## config.mk

```make
export PLATFORM = sky130hd
export DESIGN_NAME = deadline_job_slot_scheduler
export DESIGN_NICKNAME = d
export VERILOG_FILES = /design/src/rtl/djss_pkg.sv /design/src/rtl/djss_ram.sv /design/src/rtl/deadline_job_slot_scheduler.sv
export SDC_FILE = /design/constraint.sdc
export NUM_CORES = 2
export LEC_CHECK = 0
export BUFFER_PORTS_ARGS = -buffer_cell sky130_fd_sc_hd__buf_2
export CAP_MARGIN = 30
export CORE_MARGIN = 5
export CORE_UTILIZATION = 60
export DETAILED_ROUTE_END_ITERATION = 8
export PLACE_DENSITY = 0.79
export SKIP_LAST_GASP = 1
export SLEW_MARGIN = 10
export SYNTH_ARGS = -nofsm -noshare
export SYNTH_HDL_FRONTEND = slang
export SYNTH_SLANG_ARGS = --single-unit
```

## constraint.sdc

```tcl
create_clock -name clk -period 8.5 [get_ports clk]
set_input_delay 1.7 -clock clk [delete_from_list [all_inputs] [get_ports clk]]
set_output_delay 1.7 -clock clk [all_outputs]
set_load 0.01 [all_outputs]
```

## src/rtl/djss_pkg.sv

```systemverilog
// djss_pkg: shared constants for the deadline job slot scheduler
// no dependencies; imported by the top level

package djss_pkg;

    localparam int MAX_JOBS_DEF = 64;
    localparam int FIELD_W      = 16;
    localparam int COUNT_W      = 7;
    localparam int PROFIT_W     = 22;

    localparam logic [COUNT_W-1:0]  COUNT_SAT  = {COUNT_W{1'b1}};
    localparam logic [PROFIT_W-1:0] PROFIT_SAT = {PROFIT_W{1'b1}};

endpackage

```

## src/rtl/djss_ram.sv

```systemverilog
// djss_ram: generic single write port, single read port ram with registered read
// no dependencies

module djss_ram #(
    parameter int WIDTH = 8,
    parameter int DEPTH = 64
) (
    input  logic                     clk,
    input  logic                     we,
    input  logic [$clog2(DEPTH)-1:0] waddr,
    input  logic [WIDTH-1:0]         wdata,
    input  logic [$clog2(DEPTH)-1:0] raddr,
    output logic [WIDTH-1:0]         rdata
);

    logic [WIDTH-1:0] mem [DEPTH];

    always_ff @(posedge clk)
    begin
        if (we)
        begin
            mem[waddr] <= wdata;
        end
        rdata <= mem[raddr];
    end

endmodule

```

## src/rtl/deadline_job_slot_scheduler.sv

```systemverilog
// deadline_job_slot_scheduler: greedy job sequencing with deadlines, on djss_pkg and djss_ram
// a job beat stalls the input through the sorted insert, which reads and compares each stored job
//   it moves down and then writes the new one; a dropped beat, unless last, does not stall it
// the last beat adds slot init, then per job a read, a find walk and a compress walk over the
//   slot entries, and a close of the set that posts the result
// reset clears control and counters; stores are undefined until written

module deadline_job_slot_scheduler
    import djss_pkg::*;
#(
    parameter int MAX_JOBS = MAX_JOBS_DEF
) (
    input  logic                clk,
    input  logic                rst_n,
    input  logic                in_valid,
    output logic                in_stall,
    input  logic [FIELD_W-1:0]  job_deadline,
    input  logic [FIELD_W-1:0]  job_profit,
    input  logic                last_job,
    output logic                out_valid,
    input  logic                out_stall,
    output logic [COUNT_W-1:0]  scheduled_count,
    output logic [PROFIT_W-1:0] total_profit,
    output logic                set_overflow
);

    localparam int IW = $clog2(MAX_JOBS);
    localparam int SW = $clog2(MAX_JOBS + 1);
    localparam int EW = SW + FIELD_W;
    localparam logic [SW-1:0] MAX_S = SW'(MAX_JOBS);

    typedef enum logic [3:0] {
        S_IDLE,
        S_INS_RD,
        S_INS_CMP,
        S_INS_PUT,
        S_INIT,
        S_JOB_RD,
        S_JOB_GET,
        S_FIND_RD,
        S_FIND_CMP,
        S_CMP_RD,
        S_CMP_CHK,
        S_APPLY,
        S_FINISH
    } state_t;

    state_t              state_reg;
    logic [SW-1:0]       loaded_reg;
    logic                overflow_reg;
    logic [SW-1:0]       pos_reg;
    logic [SW-1:0]       new_dl_reg;
    logic [FIELD_W-1:0]  new_pr_reg;
    logic                new_last_reg;
    logic [SW-1:0]       init_reg;
    logic [SW-1:0]       job_reg;
    logic [FIELD_W-1:0]  cur_pr_reg;
    logic [SW-1:0]       walk_reg;
    logic [SW-1:0]       root_reg;
    logic [COUNT_W-1:0]  count_reg;
    logic [PROFIT_W-1:0] profit_reg;
    logic                out_valid_reg;
    logic [COUNT_W-1:0]  out_count_reg;
    logic [PROFIT_W-1:0] out_profit_reg;
    logic                out_ovf_reg;

    logic                st_we;
    logic [IW-1:0]       st_waddr;
    logic [EW-1:0]       st_wdata;
    logic [IW-1:0]       st_raddr;
    logic [EW-1:0]       st_rdata;
    logic                lk_we;
    logic [SW-1:0]       lk_waddr;
    logic [SW-1:0]       lk_wdata;
    logic [SW-1:0]       lk_rdata;

    logic [SW-1:0]       rd_dl;
    logic [FIELD_W-1:0]  rd_pr;
    logic                new_first;
    logic [SW-1:0]       pos_m1;
    logic [SW-1:0]       dl_clamped;
    logic [PROFIT_W:0]   profit_sum;
    logic                in_beat;
    logic                out_free;

    assign rd_dl  = st_rdata[EW-1:FIELD_W];
    assign rd_pr  = st_rdata[FIELD_W-1:0];
    assign pos_m1 = pos_reg - SW'(1);

    // higher profit first, ties go to the larger deadline
    assign new_first = (new_pr_reg != rd_pr) ? (new_pr_reg > rd_pr) : (new_dl_reg > rd_dl);

    assign dl_clamped = (job_deadline > FIELD_W'(MAX_JOBS)) ? MAX_S : job_deadline[SW-1:0];
    assign profit_sum = {1'b0, profit_reg} + (PROFIT_W + 1)'(cur_pr_reg);

    assign in_stall = (state_reg != S_IDLE);
    assign in_beat  = in_valid && !in_stall;
    assign out_free = !(out_valid_reg && out_stall);

    assign out_valid       = out_valid_reg;
    assign scheduled_count = out_count_reg;
    assign total_profit    = out_profit_reg;
    assign set_overflow    = out_ovf_reg;

    djss_ram #(
        .WIDTH (EW),
        .DEPTH (MAX_JOBS)
    ) u_job_store (
        .clk   (clk),
        .we    (st_we),
        .waddr (st_waddr),
        .wdata (st_wdata),
        .raddr (st_raddr),
        .rdata (st_rdata)
    );

    djss_ram #(
        .WIDTH (SW),
        .DEPTH (MAX_JOBS + 1)
    ) u_slot_link (
        .clk   (clk),
        .we    (lk_we),
        .waddr (lk_waddr),
        .wdata (lk_wdata),
        .raddr (walk_reg),
        .rdata (lk_rdata)
    );

    always_comb
    begin
        st_we    = 1'b0;
        st_waddr = pos_reg[IW-1:0];
        st_wdata = {new_dl_reg, new_pr_reg};
        st_raddr = (state_reg == S_JOB_RD) ? job_reg[IW-1:0] : pos_m1[IW-1:0];
        lk_we    = 1'b0;
        lk_waddr = walk_reg;
        lk_wdata = root_reg;
        case (state_reg)
            S_INS_CMP:
            begin
                // shift the stored job one place down
                if (new_first)
                begin
                    st_we    = 1'b1;
                    st_wdata = st_rdata;
                end
            end
            S_INS_PUT:
            begin
                st_we = 1'b1;
            end
            S_INIT:
            begin
                lk_we    = 1'b1;
                lk_waddr = init_reg;
                lk_wdata = init_reg;
            end
            S_CMP_CHK:
            begin
                lk_we = (lk_rdata != root_reg);
            end
            S_APPLY:
            begin
                lk_we    = (root_reg != '0);
                lk_waddr = root_reg;
                lk_wdata = root_reg - SW'(1);
            end
            default:
            begin
            end
        endcase
    end

    always_ff @(posedge clk or negedge rst_n)
    begin
        if (!rst_n)
        begin
            state_reg      <= S_IDLE;
            loaded_reg     <= '0;
            overflow_reg   <= 1'b0;
            pos_reg        <= '0;
            new_dl_reg     <= '0;
            new_pr_reg     <= '0;
            new_last_reg   <= 1'b0;
            init_reg       <= '0;
            job_reg        <= '0;
            cur_pr_reg     <= '0;
            walk_reg       <= '0;
            root_reg       <= '0;
            count_reg      <= '0;
            profit_reg     <= '0;
            out_valid_reg  <= 1'b0;
            out_count_reg  <= '0;
            out_profit_reg <= '0;
            out_ovf_reg    <= 1'b0;
        end
        else
        begin
            // the finish state posts its own beat over a taken one
            if (out_valid_reg && !out_stall && (state_reg != S_FINISH))
            begin
                out_valid_reg <= 1'b0;
            end
            case (state_reg)
                S_IDLE:
                begin
                    if (in_beat)
                    begin
                        new_dl_reg   <= dl_clamped;
                        new_pr_reg   <= job_profit;
                        new_last_reg <= last_job;
                        pos_reg      <= loaded_reg;
                        init_reg     <= '0;
                        if (loaded_reg != MAX_S)
                        begin
                            state_reg <= (loaded_reg == '0) ? S_INS_PUT : S_INS_RD;
                        end
                        else
                        begin
                            // store full: beat is dropped
                            overflow_reg <= 1'b1;
                            state_reg    <= last_job ? S_INIT : S_IDLE;
                        end
                    end
                end
                S_INS_RD:
                begin
                    state_reg <= S_INS_CMP;
                end
                S_INS_CMP:
                begin
                    if (new_first)
                    begin
                        pos_reg   <= pos_m1;
                        state_reg <= (pos_m1 == '0) ? S_INS_PUT : S_INS_RD;
                    end
                    else
                    begin
                        state_reg <= S_INS_PUT;
                    end
                end
                S_INS_PUT:
                begin
                    loaded_reg <= loaded_reg + SW'(1);
                    state_reg  <= new_last_reg ? S_INIT : S_IDLE;
                end
                S_INIT:
                begin
                    init_reg <= init_reg + SW'(1);
                    if (init_reg == MAX_S)
                    begin
                        job_reg    <= '0;
                        count_reg  <= '0;
                        profit_reg <= '0;
                        state_reg  <= S_JOB_RD;
                    end
                end
                S_JOB_RD:
                begin
                    state_reg <= (job_reg == loaded_reg) ? S_FINISH : S_JOB_GET;
                end
                S_JOB_GET:
                begin
                    cur_pr_reg <= rd_pr;
                    walk_reg   <= rd_dl;
                    pos_reg    <= rd_dl;
                    state_reg  <= S_FIND_RD;
                end
                S_FIND_RD:
                begin
                    state_reg <= S_FIND_CMP;
                end
                S_FIND_CMP:
                begin
                    if (lk_rdata == walk_reg)
                    begin
                        // root found, walk again from the deadline to compress
                        root_reg  <= walk_reg;
                        walk_reg  <= pos_reg;
                        state_reg <= S_CMP_RD;
                    end
                    else
                    begin
                        walk_reg  <= lk_rdata;
                        state_reg <= S_FIND_RD;
                    end
                end
                S_CMP_RD:
                begin
                    state_reg <= S_CMP_CHK;
                end
                S_CMP_CHK:
                begin
                    if (lk_rdata == root_reg)
                    begin
                        state_reg <= S_APPLY;
                    end
                    else
                    begin
                        walk_reg  <= lk_rdata;
                        state_reg <= S_CMP_RD;
                    end
                end
                S_APPLY:
                begin
                    if (root_reg != '0)
                    begin
                        if (count_reg != COUNT_SAT)
                        begin
                            count_reg <= count_reg + COUNT_W'(1);
                        end
                        profit_reg <= profit_sum[PROFIT_W] ? PROFIT_SAT
                                                           : profit_sum[PROFIT_W-1:0];
                    end
                    job_reg   <= job_reg + SW'(1);
                    state_reg <= S_JOB_RD;
                end
                S_FINISH:
                begin
                    if (out_free)
                    begin
                        out_valid_reg  <= 1'b1;
                        out_count_reg  <= count_reg;
                        out_profit_reg <= profit_reg;
                        out_ovf_reg    <= overflow_reg;
                        loaded_reg     <= '0;
                        overflow_reg   <= 1'b0;
                        state_reg      <= S_IDLE;
                    end
                end
                default:
                begin
                    state_reg <= S_IDLE;
                end
            endcase
        end
    end

endmodule

```

# Word level (Yosys, flattened, before mapping)
# Memories as Yosys holds them, arrays and structs flattened. A register that Yosys moved wholly into a read port is not among the register bits.
# Cells that the tools add are included.
[totals]
memories = 2
mem_bits_rw = 1927
regBits = 147
out_inout_bits = 32
[op_classes]
n_mux = 53
n_eq_ne = 29
n_reduce_logical = 29
bitwise_logic = 1
addsub = 7
order_cmp = 3
[mem_list]
columns = ["name", "depth", "width", "read_ports", "rd_clocked_by_memory_dff", "wr", "line_no", "text"]
rows = [
  ["u_job_store.mem", 64, 23, 1, 1, 1, "djss_ram.sv:16", "logic [WIDTH-1:0] mem [DEPTH];"],
  ["u_slot_link.mem", 65, 7, 1, 1, 1, "djss_ram.sv:16", ""],
]
[op_table]
columns = ["cell", "n"]
rows = [
  ["one-hot mux 7 bit (2 select lines)", 6],
  ["two-way mux 7 bit", 10],
  ["two-way mux 22 bit", 3],
  ["one-hot mux 4 bit (13 select lines)", 1],
  ["two-way mux 23 bit", 2],
  ["one-hot mux 22 bit (2 select lines)", 1],
  ["one-hot mux 7 bit (3 select lines)", 2],
  ["adder 7 x 1 -> 7 bit, second input constant", 4],
  ["adder 22 x 16 -> 23 bit", 1],
  ["== test 7 bit", 3],
  ["== test 4 bit, second input constant", 5],
  ["two-way mux 4 bit", 5],
  ["== test 4 x 3 -> 1 bit, second input constant", 4],
  ["> comparator 16 bit", 1],
  ["> comparator 16 x 7 -> 1 bit, second input constant", 1],
  ["!= test 16 bit", 1],
  ["!= test 2 bit, second input constant", 8],
  ["logical NOT 7 bit", 2],
  ["!= test 7 bit, second input constant", 2],
  ["AND reduction 2 bit", 7],
  ["subtractor 7 x 1 -> 7 bit, second input constant", 2],
  ["two-way mux 1 bit", 12],
  ["two-way mux 3 bit", 3],
  ["AND reduction 3 bit", 3],
  ["19 further kinds", 33],
]

# Depth between registers and ports, before layout
[depth]
ltp_word = 6
ltp_mapped = 13
mapped_depth_nobuf = 11

# Cells and area by module
# From an unflattened synthesis, not the netlist that was laid out.
[hier_totals]
cells_unflattened = 4261
hier_area_um2 = 83587.7
[modules_own_cells]
columns = ["module", "seq_area_each_um2", "cells_per_inst", "n_inst", "area_each_um2"]
rows = [
  ["djss_ram (u_job_store)", 44662.8, 2446, 1, 56720.6],
  ["djss_ram (u_slot_link)", 13803.2, 818, 1, 17974.7],
  ["deadline_job_slot_scheduler", 3678.5, 997, 1, 8892.3],
]

# Worst setup path before layout
# No wires, ideal clock.
[synth_path]
path_type = "reg-to-reg"
from = "register new_dl_reg[1]"
to = "memory u_job_store.mem[0][0] (netlist name) (data pin)"
synth_period_minus_slack_ps = 5070
path_buffers = 1
required_ps = 7798
arrival_ps = 4368
path_stages_with_launch = 9
path_slack_ps = 3430
path_cell_list = "dfrtp_1 > ha_1 > nor2b_1 > o21a_1 > o21a_1 > o31ai_1 > a221oi_2 > clkbuf_1 > o21ai_0"
[synth_between]
elab_chain_cells = 4
[synth_lines]
columns = ["item", "line_no", "text"]
rows = [
  ["start, declared", "deadline_job_slot_scheduler.sv:52", "logic [SW-1:0] new_dl_reg;"],
  ["start signal, assigned", "deadline_job_slot_scheduler.sv:209", "new_dl_reg <= dl_clamped;"],
  ["> comparator 7 bit", "deadline_job_slot_scheduler.sv:91", "assign new_first = (new_pr_reg != rd_pr) ? (new_pr_reg > rd_pr) : (new_dl_reg > rd_dl);"],
  ["two-way mux 1 bit", "deadline_job_slot_scheduler.sv:91", ""],
  ["two-way mux 23 bit", "deadline_job_slot_scheduler.sv:142", "if (new_first)"],
  ["two-way mux 23 bit", "deadline_job_slot_scheduler.sv:138", "case (state_reg)"],
  ["via st_wdata[0]", "deadline_job_slot_scheduler.sv:69", "logic [EW-1:0] st_wdata;"],
  ["end, declared", "djss_ram.sv:16", ""],
]
# The timed path passes the listed nets, and every way through them passes these cells.

# Final worst setup path
[layout_path]
from = "register state_reg[2]"
to = "register u_job_store.rdata[18], read port of u_job_store.mem"
[layout_between]
elab_chain_cells = 2
[layout_lines]
columns = ["item", "line_no", "text"]
rows = [
  ["start, declared", "deadline_job_slot_scheduler.sv:48", "state_t state_reg;"],
  ["start signal, assigned", "deadline_job_slot_scheduler.sv:216", "state_reg <= (loaded_reg == '0) ? S_INS_PUT : S_INS_RD;"],
  ["start signal, assigned", "deadline_job_slot_scheduler.sv:222", "state_reg <= last_job ? S_INIT : S_IDLE;"],
  ["start signal, assigned", "deadline_job_slot_scheduler.sv:235", "state_reg <= (pos_m1 == '0) ? S_INS_PUT : S_INS_RD;"],
  ["== test 4 x 3 -> 1 bit", "deadline_job_slot_scheduler.sv:134", "st_raddr = (state_reg == S_JOB_RD) ? job_reg[IW-1:0] : pos_m1[IW-1:0];"],
  ["two-way mux 6 bit", "deadline_job_slot_scheduler.sv:134", ""],
  ["end, declared", "djss_ram.sv:13", "output logic [WIDTH-1:0] rdata"],
]
# No other way between the ends.
# A chain may end at the register's enable or synchronous reset.

==> metrics list <==
- The clock passes through at most 3 buffers.
* Run status: completed
* Top Registers: u_job_store.mem x1472, u_slot_link.mem x455, u_job_store.rdata x23
- Flip-flop count of the largest register after layout: 1,472
* Number of port buffers: 68
- For this design the top-level I/O count stands at 69.
- The netlist uses 71 different library cells.
- In this run the remaining antenna-violating nets after routing total 0.
- The H-tree was split into 4 levels.
- Post-synth EDFFs: 1,927
- Final Setup Violations: 0
- Dividing the detail-routed wire length by the instance count gives 32.20 um.
* Top layer used by detailed routing: met5
* CTS sink cnt: 2,104
* Initial Util: 0.6052
- The critical path starts at state_reg[2].
- In the routed design, unresolved DRC markers number 0.
- Minimum period implied by the final worst setup slack: 5.379 ns
* Worst hold path endpoint: total_profit[21]
* Number of fill cells in the layout: 8,376
- Setup repair after global routing left no endpoint under its margin.
- Synthesis handed over a netlist of 4,474 instances.
- Detailed placement finished with a half-perimeter wire length of 120.3 mm.
- Y dimension of the die: 382.9 um
* Internal reg-to-reg setup slack: 3.12 ns
* Number of flip-flops and latches in the synthesized netlist: 2,104
- Pins Over Slew Limit: 0
* Area of the mapped netlist: 0.08342 mm2
* Core Region: 0.1378 mm2
- The worst register-to-register path begins at state_reg[2].
- VDD sags by at most 0.1891 mV.
* Endpoint class of the critical path: register
* Detailed Routing Iterations Pass 1: 8
* Cell Pwr Density: 210.8 mW/mm2
- Summed negative setup slack over all endpoints: 0 ns
- Mean post-synth cell area: 18.65 um2
- Seq pwr share: 0.570
- Kind of start point of the critical path: register
* Required arrival time at the worst endpoint: 9.15 ns
* Die Wd: 382.9 um
- Total Routing Usage GR: 0.2891
- The setup path with the least slack is of type reg2reg.
* Final Cycle Share: 0.6328
* Crit-path slowest cell: sky130_fd_sc_hd__dfrtp_1
- The number of antenna violations at the first check in global routing is 10.
- Of the synthesized area, sequential elements account for 0.7449.
- Achievable Freq: 185.9 MHz
- The critical path goes through and4bb_1, mux2i_4, buf_4, buf_4, mux2_2, o22ai_1, a221oi_1, o21ai_0, o22ai_1, or3_1.
* Most flop-heavy register: u_job_store.mem
* Post-route met1 wirelength: 76.19 mm
* Fin cells: 6,594
- Layout Area Growth over Synthesis: 10.98%
* # Post-CTS Setup Buffers: 0
- Fraction of registers with async set/reset: 0.06987
- Counting tap cells, the placed design contains a total of 6,232 instances.
- Buffers inserted to repair hold after CTS numbered 0.
- Root cell of the clock tree: sky130_fd_sc_hd__clkbuf_16
- Post-CTS repair changed the size of 0 cells.
- Of the total power, combinational logic draws 0.001.
* Clock-pin transition on the worst setup and hold timing paths: 0.06 ns
- First-pass GRT wire length: 309.7 mm
* CP peak stage delay: 0.65 ns
- Crit path arrival time: 6.03 ns
- Min-Delay Path Class: reg2reg
- Reg2Reg Depth: 10
* Site row count: 136
- The worst register-to-register path ends at u_job_store.rdata[18].
- Summed over all layers, the global routing overflow is 0.
- First-iteration detailed-routing DRC count: 6,411
- The via count of the first global-routing pass is 45,100.
- Number of synthesis warnings: 0
- Maximum number of pins on one net before global-route repair: 128
- At the end of the flow, the number of nets in the layout was 4,725.
- The final number of hold-violating endpoints was 0.
- Switching part of the total: 0.1963
* Metal3 WL: 24.80 mm
* Final Wtd Congestion: 0.8869
- The startpoint identified for the worst hold timing path is total_profit[21].
- Headroom to the max-slew limit: 0.2321
* Max-cap check violation count: 0
- Among all flip-flop cells after synthesis, the most frequent one is sky130_fd_sc_hd__edfxtp_1.
- Top fanout value on the critical path: 32
- Worst-margin pin slew: 1.143 ns
- The number of nets handed over by synthesis was 4,561.
- For this block, the routed nets add up to 212.4 mm of wire.
- Number of vias per cell after detailed routing: 6.913
- Of the cells placed in the final design, the portion with a size suffix greater than 1 is 0.2404.
- Insertion delay to the later sink of the worst-skew pair: 0.85 ns
- Die area: 0.1466 mm2
* CTS tree: yes
- Internal power comes to 0.01569 W.
- Pleak: 27.25 nW
* Vias after detailed routing: 45,580
- Hold Crit Depth: 2
- Summed over all nets, wire length on met2 after detailed routing comes to 101.3 mm.
- Between clock sinks in the finished design, the worst skew comes to 0.05170 ns.
* Total clock buffers created by CTS: 194
* Proportion of power drawn by the clock network: 0.429
- In this run the power spent charging and discharging nets is 0.003830 W.
cells in the mapped netlist, types with 7 or more instances:
master	n	share of area
sky130_fd_sc_hd__edfxtp_1	1927	0.69
sky130_fd_sc_hd__mux4_2	331	0.089
sky130_fd_sc_hd__mux2_2	253	0.034
sky130_fd_sc_hd__nor2_1	245	0.011
sky130_fd_sc_hd__mux2i_1	188	0.023
sky130_fd_sc_hd__o22ai_1	188	0.014
sky130_fd_sc_hd__nand2_1	177	0.0080
sky130_fd_sc_hd__dfrtp_1	147	0.044
sky130_fd_sc_hd__clkbuf_1	144	0.0065
sky130_fd_sc_hd__o21ai_0	103	0.0062
sky130_fd_sc_hd__a221oi_1	97	0.010
sky130_fd_sc_hd__nor3_1	59	0.0035
sky130_fd_sc_hd__ha_1	49	0.0073
sky130_fd_sc_hd__inv_1	43	0.0019
sky130_fd_sc_hd__a21oi_1	40	0.0024
sky130_fd_sc_hd__buf_2	39	0.0023
sky130_fd_sc_hd__nand3_1	35	0.0021
sky130_fd_sc_hd__buf_1	30	0.0013
sky130_fd_sc_hd__dfxtp_1	30	0.0072
sky130_fd_sc_hd__or3_1	30	0.0022
sky130_fd_sc_hd__nand4_1	27	0.0020
sky130_fd_sc_hd__buf_4	26	0.0023
sky130_fd_sc_hd__xnor2_1	25	0.0026
sky130_fd_sc_hd__o22a_1	23	0.0024
sky130_fd_sc_hd__xor2_1	23	0.0024
sky130_fd_sc_hd__a31oi_1	19	0.0014
sky130_fd_sc_hd__a21o_1	14	0.0013
sky130_fd_sc_hd__and3_1	14	0.0010
sky130_fd_sc_hd__o21ai_1	11	0.00066
sky130_fd_sc_hd__nor2b_1	10	0.00075
sky130_fd_sc_hd__nand2b_1	9	0.00067
sky130_fd_sc_hd__a222oi_1	8	0.00096
sky130_fd_sc_hd__and2_1	8	0.00060
sky130_fd_sc_hd__buf_6	8	0.0011
sky130_fd_sc_hd__nor4_1	8	0.00060
sky130_fd_sc_hd__o21a_1	8	0.00072
sky130_fd_sc_hd__a22oi_1	7	0.00063
sky130_fd_sc_hd__o31ai_1	7	0.00063
through the flow:
step / hold slack (ns) / utilization / setup WS [ns] / cell area, um2 / power (W)
floorplan: 0.4391 / - / 3.430 / 83420 / 0.01135
global placement: 0.4546 / 0.6264 / 3.359 / 86330 / 0.01137
detailed placement: 0.4590 / 0.6271 / 3.392 / 86430 / 0.01137
CTS: 0.4737 / 0.6712 / 3.353 / 92510 / 0.01959
global route: 0.4942 / 0.6716 / 2.981 / 92570 / 0.02004
finish: 0.4711 / 0.6717 / 3.121 / 92580 / 0.01952
placed cells by master, fill, tap and decap left out, types with 56 or more instances in the layout:
| master | instances |
|---|---|
| sky130_fd_sc_hd__a221oi_1 | 97 |
| sky130_fd_sc_hd__buf_2 | 69 |
| sky130_fd_sc_hd__buf_4 | 130 |
| sky130_fd_sc_hd__clkbuf_1 | 56 |
| sky130_fd_sc_hd__clkbuf_16 | 195 |
| sky130_fd_sc_hd__dfrtp_1 | 144 |
| sky130_fd_sc_hd__edfxtp_1 | 1927 |
| sky130_fd_sc_hd__mux2_2 | 253 |
| sky130_fd_sc_hd__mux2i_1 | 188 |
| sky130_fd_sc_hd__mux4_2 | 331 |
| sky130_fd_sc_hd__nand2_1 | 174 |
| sky130_fd_sc_hd__nor2_1 | 179 |
| sky130_fd_sc_hd__nor2_2 | 65 |
| sky130_fd_sc_hd__nor3_1 | 59 |
| sky130_fd_sc_hd__o21ai_0 | 100 |
| sky130_fd_sc_hd__o22ai_1 | 188 |
worst max path at each step:
stage               slack (ns)  cells after the start                    end
floorplan                 3.43                      8  u_job_store.mem[0][0]
global placement          3.36                     10  u_job_store.rdata[17]
detailed placement        3.39                     10  u_job_store.rdata[17]
CTS                       3.35                     10  u_job_store.rdata[17]
global route              2.98                     10  u_job_store.rdata[18]
finish                    3.12                     10  u_job_store.rdata[18]
metal layers:
layer,GRT usage,up-vias
met3,0.06549,504
met4,0.1240,6
met1,0.3978,23280
li1,-,18500
met5,0,-
met2,0.4539,3292
power groups by stage:
stage	Clock [W]	Sequential [W]	Combinational [W]
2_1_floorplan	0	0.0113	0.000000768
3_3_place_gp	0	0.0113	0.0000253
3_5_place_dp	0	0.0113	0.0000258
4_1_cts	0.00844	0.0111	0.0000259
5_1_grt	0.00889	0.0111	0.0000291
6_report	0.00836	0.0111	0.0000250
area by class of cell:
| class | instances | area (um2) | share of cell area |
|---|---|---|---|
| clock inverter | 102 | 965.9 | 0.01043 |
| timing repair buffer | 217 | 1635 | 0.01766 |
| multi-input combinational | 2078 | 20290 | 0.2192 |
| clock buffer | 253 | 5117 | 0.05528 |
| tap | 1794 | 2245 | 0.02425 |
| sequential | 2104 | 62150 | 0.6714 |
| inverter | 43 | 161.4 | 0.001743 |
| antenna | 3 | 7.507 | 0.00008109 |
logic make-up after synthesis:
family                   share of synthesized area
AO/OA/AOI/OAI                              0.04605
XOR/XNOR                                  0.005039
adder cells (fa/ha/maj)                   0.007589
buffers and inverters                      0.01570
flip-flops                                  0.7449
multiplexers                                0.1464
AND/OR/NAND/NOR                            0.03427
worst max-delay path, delay by kind of cell, from the launching register on:
family                 cells  cell delay, ns
muxes                      2            0.92
DFF                        1            0.65
and+or+nand+nor            2            1.10
buffers and inverters      2            1.17
AOI/OAI and AO/OA          4            1.30
Note: power is estimated with default switching activity, not from simulation.
